==> src/design/mbss_pkg.sv <==
// Package for the masked byte signature scanner.
// Holds the word types, configuration types, register codes and defaults.
// Depends on nothing; every other file of the block imports it.
`default_nettype none

package mbss_pkg;

    // Default and largest supported pattern length in bytes.
    localparam int PATTERN_BYTES_DEF = 16;

    // Configuration port geometry: five registers at 8-byte spacing.
    localparam int CFG_DATA_W = 64;
    localparam int CFG_ADDR_W = 6;
    localparam int CFG_IDX_W  = 3;

    // Register indexes (paddr divided by 8).
    localparam logic [CFG_IDX_W-1:0] REG_PATTERN_LOW  = 3'd0;
    localparam logic [CFG_IDX_W-1:0] REG_PATTERN_HIGH = 3'd1;
    localparam logic [CFG_IDX_W-1:0] REG_COMPARE_MASK = 3'd2;
    localparam logic [CFG_IDX_W-1:0] REG_PATTERN_LEN  = 3'd3;
    localparam logic [CFG_IDX_W-1:0] REG_BASE_ADDRESS = 3'd4;

    localparam logic [4:0] PATTERN_LEN_RESET = 5'd1;

    typedef logic [7:0] t_byte;

    typedef struct packed {
        t_byte data_byte;
        logic  last_byte;
    } t_in_word;

    typedef struct packed {
        logic        found;
        logic [31:0] match_address;
    } t_out_word;

    typedef struct packed {
        logic [63:0] pattern_low_bytes;
        logic [63:0] pattern_high_bytes;
        logic [15:0] compare_mask;
        logic [4:0]  pattern_length;
        logic [31:0] base_address;
    } t_cfg;

    typedef struct packed {
        logic      valid;
        t_out_word word;
    } t_match_result;

    typedef struct packed {
        logic [31:0] bytes_seen;
        logic        reported;
    } t_match_status;

endpackage

`default_nettype wire

==> src/design/masked_byte_signature_scanner.sv <==
// Top level of the masked byte signature scanner.
// Instantiates mbss_cfg_regs and mbss_matcher and holds the result register.
//
// Usage: region bytes arrive as words on the input channel (i_in_valid,
// o_in_ready, i_in_word), one byte per word, with last_byte set on the final
// byte of a region. The pattern, its compare mask, its length and the base
// address are written beforehand through the APB-style port, registers at
// byte addresses 0, 8, 16, 24 and 32; pready is always high and a write
// lands at the access cycle.
// For each region the block gives one result word on the output channel
// (o_out_valid, i_out_ready, o_out_word): found with the address of the
// first match as soon as the byte that completes it arrives, or, if the
// region ends without a match, found clear with address zero.
// A result is registered and appears in the cycle after the word that causes it is accepted.
// Throughput: one byte per cycle while o_in_ready is high; the window shift and the parallel masked
// compare of all pattern bytes finish in the cycle the byte is accepted.
// A pending result does not block input: a new word is taken whenever the
// result register is empty or is being read in the same cycle. Only when a
// result waits and the receiver holds i_out_ready low does o_in_ready drop.
// Reset clears the byte count, the match flag, the pending result and the
// configuration (pattern length returns to one).
`default_nettype none

module masked_byte_signature_scanner #(
    parameter int PATTERN_BYTES = mbss_pkg::PATTERN_BYTES_DEF
) (
    input  wire logic                            i_clk,
    input  wire logic                            i_rst_n,
    input  wire logic                            i_in_valid,
    output logic                                 o_in_ready,
    input  wire mbss_pkg::t_in_word              i_in_word,
    output logic                                 o_out_valid,
    input  wire logic                            i_out_ready,
    output mbss_pkg::t_out_word                  o_out_word,
    input  wire logic                            psel,
    input  wire logic                            penable,
    input  wire logic                            pwrite,
    input  wire logic [mbss_pkg::CFG_ADDR_W-1:0] paddr,
    input  wire logic [mbss_pkg::CFG_DATA_W-1:0] pwdata,
    output logic      [mbss_pkg::CFG_DATA_W-1:0] prdata,
    output logic                                 pready
);
    import mbss_pkg::*;

    t_cfg          cfg;
    t_match_result result;
    t_match_status status;
    logic          in_accept;
    logic          r_out_valid;
    t_out_word     r_out_word;

    mbss_cfg_regs u_cfg_regs (
        .i_clk   (i_clk),
        .i_rst_n (i_rst_n),
        .psel    (psel),
        .penable (penable),
        .pwrite  (pwrite),
        .paddr   (paddr),
        .pwdata  (pwdata),
        .prdata  (prdata),
        .pready  (pready),
        .o_cfg   (cfg)
    );

    mbss_matcher #(
        .PATTERN_BYTES (PATTERN_BYTES)
    ) u_matcher (
        .i_clk     (i_clk),
        .i_rst_n   (i_rst_n),
        .i_accept  (in_accept),
        .i_in_word (i_in_word),
        .i_cfg     (cfg),
        .o_result  (result),
        .o_status  (status)
    );

    // The result register doubles as the skid stage between the two sides.
    assign o_in_ready = !r_out_valid || i_out_ready;
    assign in_accept  = i_in_valid && o_in_ready;

    always_ff @(posedge i_clk) begin
        if (!i_rst_n) begin
            r_out_valid <= 1'b0;
        end else if (in_accept) begin
            r_out_valid <= result.valid;
        end else if (i_out_ready) begin
            r_out_valid <= 1'b0;
        end
    end

    always_ff @(posedge i_clk) begin
        if (in_accept) begin
            r_out_word <= result.word;
        end
    end

    assign o_out_valid = r_out_valid;
    assign o_out_word  = r_out_word;

    // A not-found result always carries address zero.
    a_notfound_zero: assert property (@(posedge i_clk) disable iff (!i_rst_n)
        (o_out_valid && !o_out_word.found) |-> (o_out_word.match_address == 32'd0))
        else $error("not-found result with nonzero address");

    // The final byte of a region rearms the matcher.
    a_rearm: assert property (@(posedge i_clk) disable iff (!i_rst_n)
        (in_accept && i_in_word.last_byte)
            |=> (status.bytes_seen == 32'd0 && !status.reported))
        else $error("matcher not rearmed after final byte");

    // A match can only have been reported once at least one byte was seen.
    a_reported_count: assert property (@(posedge i_clk) disable iff (!i_rst_n)
        status.reported |-> (status.bytes_seen != 32'd0))
        else $error("match flag set with empty byte count");

    // Once a region's match is reported, no further result comes in it.
    a_single_result: assert property (@(posedge i_clk) disable iff (!i_rst_n)
        (in_accept && status.reported) |=> !o_out_valid)
        else $error("second result within one region");

endmodule

`default_nettype wire

==> src/design/mbss_cfg_regs.sv <==
// Configuration register file of the masked byte signature scanner.
// APB-style write and read port over five registers; uses mbss_pkg.
`default_nettype none

module mbss_cfg_regs (
    input  wire logic                            i_clk,
    input  wire logic                            i_rst_n,
    input  wire logic                            psel,
    input  wire logic                            penable,
    input  wire logic                            pwrite,
    input  wire logic [mbss_pkg::CFG_ADDR_W-1:0] paddr,
    input  wire logic [mbss_pkg::CFG_DATA_W-1:0] pwdata,
    output logic      [mbss_pkg::CFG_DATA_W-1:0] prdata,
    output logic                                 pready,
    output mbss_pkg::t_cfg                       o_cfg
);
    import mbss_pkg::*;

    t_cfg                 r_cfg;
    logic                 wr_en;
    logic [CFG_IDX_W-1:0] reg_idx;

    assign pready  = 1'b1;
    assign wr_en   = psel && penable && pwrite && pready;
    assign reg_idx = paddr[CFG_ADDR_W-1:CFG_ADDR_W-CFG_IDX_W];

    always_ff @(posedge i_clk) begin
        if (!i_rst_n) begin
            r_cfg.pattern_low_bytes  <= '0;
            r_cfg.pattern_high_bytes <= '0;
            r_cfg.compare_mask       <= '0;
            r_cfg.pattern_length     <= PATTERN_LEN_RESET;
            r_cfg.base_address       <= '0;
        end else if (wr_en) begin
            case (reg_idx)
                REG_PATTERN_LOW:  r_cfg.pattern_low_bytes  <= pwdata;
                REG_PATTERN_HIGH: r_cfg.pattern_high_bytes <= pwdata;
                REG_COMPARE_MASK: r_cfg.compare_mask       <= pwdata[15:0];
                REG_PATTERN_LEN:  r_cfg.pattern_length     <= pwdata[4:0];
                REG_BASE_ADDRESS: r_cfg.base_address       <= pwdata[31:0];
                default: ;
            endcase
        end
    end

    always_comb begin
        case (reg_idx)
            REG_PATTERN_LOW:  prdata = r_cfg.pattern_low_bytes;
            REG_PATTERN_HIGH: prdata = r_cfg.pattern_high_bytes;
            REG_COMPARE_MASK: prdata = {48'd0, r_cfg.compare_mask};
            REG_PATTERN_LEN:  prdata = {59'd0, r_cfg.pattern_length};
            REG_BASE_ADDRESS: prdata = {32'd0, r_cfg.base_address};
            default:          prdata = '0;
        endcase
    end

    assign o_cfg = r_cfg;

endmodule

`default_nettype wire

==> src/design/mbss_matcher.sv <==
// Byte window, region byte count and masked parallel compare.
// Produces at most one result per accepted word; uses mbss_pkg.
`default_nettype none

module mbss_matcher #(
    parameter int PATTERN_BYTES = mbss_pkg::PATTERN_BYTES_DEF
) (
    input  wire logic                    i_clk,
    input  wire logic                    i_rst_n,
    input  wire logic                    i_accept,
    input  wire mbss_pkg::t_in_word      i_in_word,
    input  wire mbss_pkg::t_cfg          i_cfg,
    output mbss_pkg::t_match_result      o_result,
    output mbss_pkg::t_match_status      o_status
);
    import mbss_pkg::*;

    localparam int LEN_W = $clog2(PATTERN_BYTES + 1);
    localparam int IDX_W = (PATTERN_BYTES > 1) ? $clog2(PATTERN_BYTES) : 1;

    t_byte         r_window [PATTERN_BYTES];
    t_byte         n_window [PATTERN_BYTES];
    logic [31:0]   r_bytes_seen;
    logic [31:0]   n_bytes_seen;
    logic          r_reported;
    logic [LEN_W-1:0] len_eff;
    logic [127:0]  pattern;
    logic          window_hit;
    logic          hit;
    logic [LEN_W-1:0] age;

    // Clamp the programmed length into 1 .. PATTERN_BYTES.
    always_comb begin
        if (i_cfg.pattern_length == 5'd0) begin
            len_eff = LEN_W'(1);
        end else if (i_cfg.pattern_length > 5'(PATTERN_BYTES)) begin
            len_eff = LEN_W'(PATTERN_BYTES);
        end else begin
            len_eff = i_cfg.pattern_length[LEN_W-1:0];
        end
    end

    assign pattern = {i_cfg.pattern_high_bytes, i_cfg.pattern_low_bytes};

    // Window as it stands once the incoming byte is shifted in; entry 0 is newest.
    always_comb begin
        n_window[0] = i_in_word.data_byte;
        for (int i = 1; i < PATTERN_BYTES; i++) begin
            n_window[i] = r_window[i-1];
        end
    end

    assign n_bytes_seen = (r_bytes_seen == 32'hFFFF_FFFF) ? r_bytes_seen
                                                          : r_bytes_seen + 32'd1;

    // Pattern byte k lines up with the byte that arrived len-1-k words ago.
    always_comb begin
        window_hit = 1'b1;
        age        = '0;
        for (int k = 0; k < PATTERN_BYTES; k++) begin
            age = len_eff - LEN_W'(1) - LEN_W'(k);
            if ((LEN_W'(k) < len_eff) && i_cfg.compare_mask[k]
                && (n_window[age[IDX_W-1:0]] != pattern[8*k +: 8])) begin
                window_hit = 1'b0;
            end
        end
    end

    assign hit = !r_reported && (n_bytes_seen >= 32'(len_eff)) && window_hit;

    always_comb begin
        o_result.valid = hit || (i_in_word.last_byte && !r_reported);
        o_result.word.found = hit;
        o_result.word.match_address = hit
            ? i_cfg.base_address + n_bytes_seen - 32'(len_eff) : 32'd0;
    end

    always_ff @(posedge i_clk) begin
        if (!i_rst_n) begin
            r_bytes_seen <= '0;
            r_reported   <= 1'b0;
        end else if (i_accept) begin
            if (i_in_word.last_byte) begin
                r_bytes_seen <= '0;
                r_reported   <= 1'b0;
            end else begin
                r_bytes_seen <= n_bytes_seen;
                r_reported   <= r_reported || hit;
            end
        end
    end

    // Window contents are never compared before the byte count covers them.
    always_ff @(posedge i_clk) begin
        if (i_accept) begin
            r_window <= n_window;
        end
    end

    assign o_status.bytes_seen = r_bytes_seen;
    assign o_status.reported   = r_reported;

endmodule

`default_nettype wire
==> config.mk <==
export PLATFORM = sky130hd
export DESIGN_NAME = masked_byte_signature_scanner
export DESIGN_NICKNAME = d
export VERILOG_FILES = /design/src/design/mbss_pkg.sv /design/src/design/masked_byte_signature_scanner.sv /design/src/design/mbss_cfg_regs.sv /design/src/design/mbss_matcher.sv
export SDC_FILE = /design/constraint.sdc
export NUM_CORES = 1
export LEC_CHECK = 0
export BUFFER_PORTS_ARGS = -buffer_cell sky130_fd_sc_hd__buf_2
export CAP_MARGIN = 20
export CORE_MARGIN = 3
export CORE_UTILIZATION = 62
export CTS_CLUSTER_SIZE = 25
export DETAILED_ROUTE_END_ITERATION = 10
export GPL_TIMING_DRIVEN = 0
export PLACE_DENSITY = 0.82
export SLEW_MARGIN = 10
export SYNTH_ARGS = -nofsm -noshare
export SYNTH_HDL_FRONTEND = slang
export SYNTH_SLANG_ARGS = --single-unit
==> constraint.sdc <==
create_clock -name i_clk -period 8.05 [get_ports i_clk]
set_input_delay 0.805 -clock i_clk [delete_from_list [all_inputs] [get_ports i_clk]]
set_output_delay 0.805 -clock i_clk [all_outputs]
set_load 0.005 [all_outputs]
==> results by group <==
Status
  – Outcome: finished, final reports clean

Global routing
  – Maximum number of pins on one net before global-route repair: 64
  – Wire length of the first global-routing pass: 146,000 um
  – Vias in the first global route: 22.6k
  – Aggregate global-route resource usage: 44.6%
  – Number of antenna violations at the first check in global routing: 4
  – Grt total ovfl: 0

Drt
  – Overall routed net length: 101,000 um
  – Remaining antenna violation count after routing: 0
  – Violation count after the first detailed-route iteration: 3,184
  – Per-cell routed wire length: 29.1 um
  – Detail-routed via count per cell: 6.92
  – DR DRC count: 0
  – Detailed Routing Iterations Pass 1: 6
  – Via count: 23.9k

Floorplanning
  – Core area: 0.0413 sq mm
  – Row cnt: 74
  – Die span in x: 211 um
  – Initial standard-cell utilization of the core: 63.3%
  – Die Ht: 211 um
  – Die area: 0.0447 sq mm
  – Ports placed on the boundary: 186

CTS
  – Number of buffers on the longest clock path: 3
  – Setup Buffers After CTS: 0
  – Root buffer cell: clkbuf_16
  – Maximum level of the CTS H-tree: 2
  – CTS Hold Bufs: 0
  – PostCTS Resize Cnt: 0
  – Clk sinks: 368
  – TritonCTS clock tree: built
  – Clock latency at the later pin of the worst-skew pair: 0.58 ns
  – Worst-path clk slew: 0.06 ns
  – Number of buffers created by CTS: 42

Logic synthesis
  – Count of flip-flops with a built-in enable after synthesis: 153
  – Area leader, netlist: edfxtp_1
  – Combinational family with the most area after synthesis: multiplexers
  – Simple-gate share of the synthesized area: 16.1%
  – Synthesized instance count: 2,660
  – Compound-cell area share of the yosys netlist: 13.5%
  – Sequential element share of the synthesized area: 34.0%
  – Top cells by area, synth: edfxtp_1 (18%), dfxtp_1 (16%), mux4_2 (16%), nand2_1 (7.9%), a21boi_0 (5.3%)
  – Post-Synth XOR/XNOR Area: 6.31%
  – Number of unique standard cell types used by synthesis: 75
  – Fraction of the mapped netlist area in adder cells: 4.02%
  – Total standard cell area after synthesis: 0.0262 sq mm
  – Most used flip-flop cell after synthesis: dfxtp_1
  – Total of warnings raised by yosys: 0
  – Count leader, synth: nand2_1
  – Area share of the largest cell type after synthesis: 17.6%
  – Multiplexer area fraction after synthesis: 21.3%
  – Share of flip-flops with an asynchronous set or reset: 0%
  – Commonest cells post-synth: nand2_1 (547), dfxtp_1 (215), a21boi_0 (186), mux4_2 (182), edfxtp_1 (153)
  – Average footprint of a synthesized cell: 9.83 sq um
  – Synthesized net count: 2,827
  – Synthesis-stage register bit count: 368

Power and ir drop
  – Power Dens Cells: 168 mW/mm^2
  – Leakage power: 10.9 nW
  – Maximum vdd drop: 0.165 mV

Setup path
  – Max FO, Critical Path: 11
  – Worst setup path category: reg2reg
  – Required time of the worst setup path: 8.55 ns
  – Nature of the critical path startpoint: register
  – Critical path endpoint category: register
  – Data arrival time of the worst path: 8.44 ns

Final layout
  – Final layout net count: 3,056
  – Synthesis-to-finish area growth: 11.4%
  – Layout cell share with drive strength beyond 1: 17.4%
  – Area of all placed cells without fillers: 0.0291 sq mm

STA
  – Final Hold Fails: 0
  – Timing-limited maximum frequency: 126 MHz
  – Portion of the clock cycle consumed by the worst path in the final layout: 98.5%
  – Worst relative slew slack: 16.2%
  – Total negative slack: 0 ns
  – Max-slew violations: 0
  – Fin worst setup slack: 0.118 ns
  – Slew @ Worst Pin: 1.22 ns
  – Crit path time final: 7.93 ns
  – # setup viols final: 0
  – Worst setup skew after layout: 0.0136 ns
  – RSZ-0062 raised after global routing: false

Placed design
  – Count of input and output buffers: 178
  – Final weighted congestion in routability-driven placement: 1.09
  – Final HPWL DP: 77,500 um
  – Pre-CTS setup slack: 0.532 ns
  – Area after DPL: 0.0278 sq mm

Flow run
  – Max-cap check violation count: 0

Min path
  – Path category of the worst min-delay check: in2reg
## sequential cells by signal (all words and copies together) (netlist names)
name	count
o_out_valid	1
o_out_word	33
u_cfg_regs.o_cfg	181
u_matcher.n_window	120
u_matcher.r_bytes_seen	32
u_matcher.r_reported	1
## path summary, 6_finish.rpt
check             cells after the start                                from                                 end  slack (ns)
setup / recovery                     18   u_cfg_regs.o_cfg[36]$_SDFFE_PN0P_            o_out_valid$_SDFFE_PN0P_        0.12
hold / removal                        1                        i_in_word[3]   u_matcher.n_window[114]$_DFFE_PP_        0.46
setup reg to reg                     18   u_cfg_regs.o_cfg[36]$_SDFFE_PN0P_            o_out_valid$_SDFFE_PN0P_        0.12
hold reg to reg                       2  u_cfg_regs.o_cfg[159]$_SDFFE_PN0P_  u_cfg_regs.o_cfg[159]$_SDFFE_PN0P_        0.49
## report_power, final
group	internal [mW]	switching [mW]	leakage, nW
Combinational	0.362	0.523	7.08
Sequential	2.05	0.0777	3.22
Clock	1.06	0.825	0.631
## placed cells by master (no fill, tap or decap), drive strengths merged, types with 16 or more instances in the layout
cell	n
xor2	69
nor2	109
mux4	185
nand2	547
a31oi	39
edfxtp	153
a21oi	62
and3	46
buf	231
nand4	40
inv	108
nor3	16
clkbuf	202
mux2i	132
a21boi	186
o22ai	26
xnor2	116
nand3	30
and2	28
nor2b	28
ha	76
dfxtp	215
o21ai	48
a22oi	24
a22o	43
## layout make-up
cell class                      count  area, sq um
Antenna cell                        5         12.5
Buffer                            184          852
Clock buffer                       64         1190
Clock inverter                     13          101
Fill cell                        3086        12200
Inverter                          108          408
Multi-Input combinational cell   2000        16000
Sequential cell                   368         8900
Tap cell                          532          666
Timing Repair Buffer              185          985
## cell families after synthesis
family,Yosys count
flops,368
simple gates,909
buf+inv,292
compound gates,501
other cells,1
mux,323
fa+ha+maj,81
xor+xnor,185
## metrics by stage
stage / std cells / power [mW] / hold WS (ns) / util (%)
after floorplan: 2660 / 2.70 / 0.451 / -
after global placement: 3370 / 2.99 / 0.467 / 67.1
after detailed placement: 3374 / 3.00 / 0.480 / 67.3
after CTS: 3451 / 4.85 / 0.453 / 70.4
after global routing: 3454 / 5.00 / 0.472 / 70.5
final: 3459 / 4.90 / 0.465 / 70.5
## critical path, stage by stage (launching register included)
cell and delay (ns):
dfxtp_1 0.42, nand2b_1 0.33, clkbuf_1 0.60, clkbuf_1 0.75
ha_1 0.34, xnor2_2 0.31, clkbuf_1 0.59, ha_1 0.21
clkbuf_1 0.42, clkbuf_1 0.69, clkbuf_1 0.61, mux4_2 0.49
xor2_1 0.17, nor4_1 0.45, a21oi_1 0.22, nor4_1 0.31
nand4_1 0.23, inv_1 0.39, o221a_1 0.31
## per-layer routing
layer	share of wire (%)	up-vias	track usage, %
met4	10	0	35.3
li1	-	10200	-
met2	44	1865	70.0
met3	11	498	11.1
met1	34	11400	52.6
met5	0	-	0
Power figures use the tool's default switching activity.
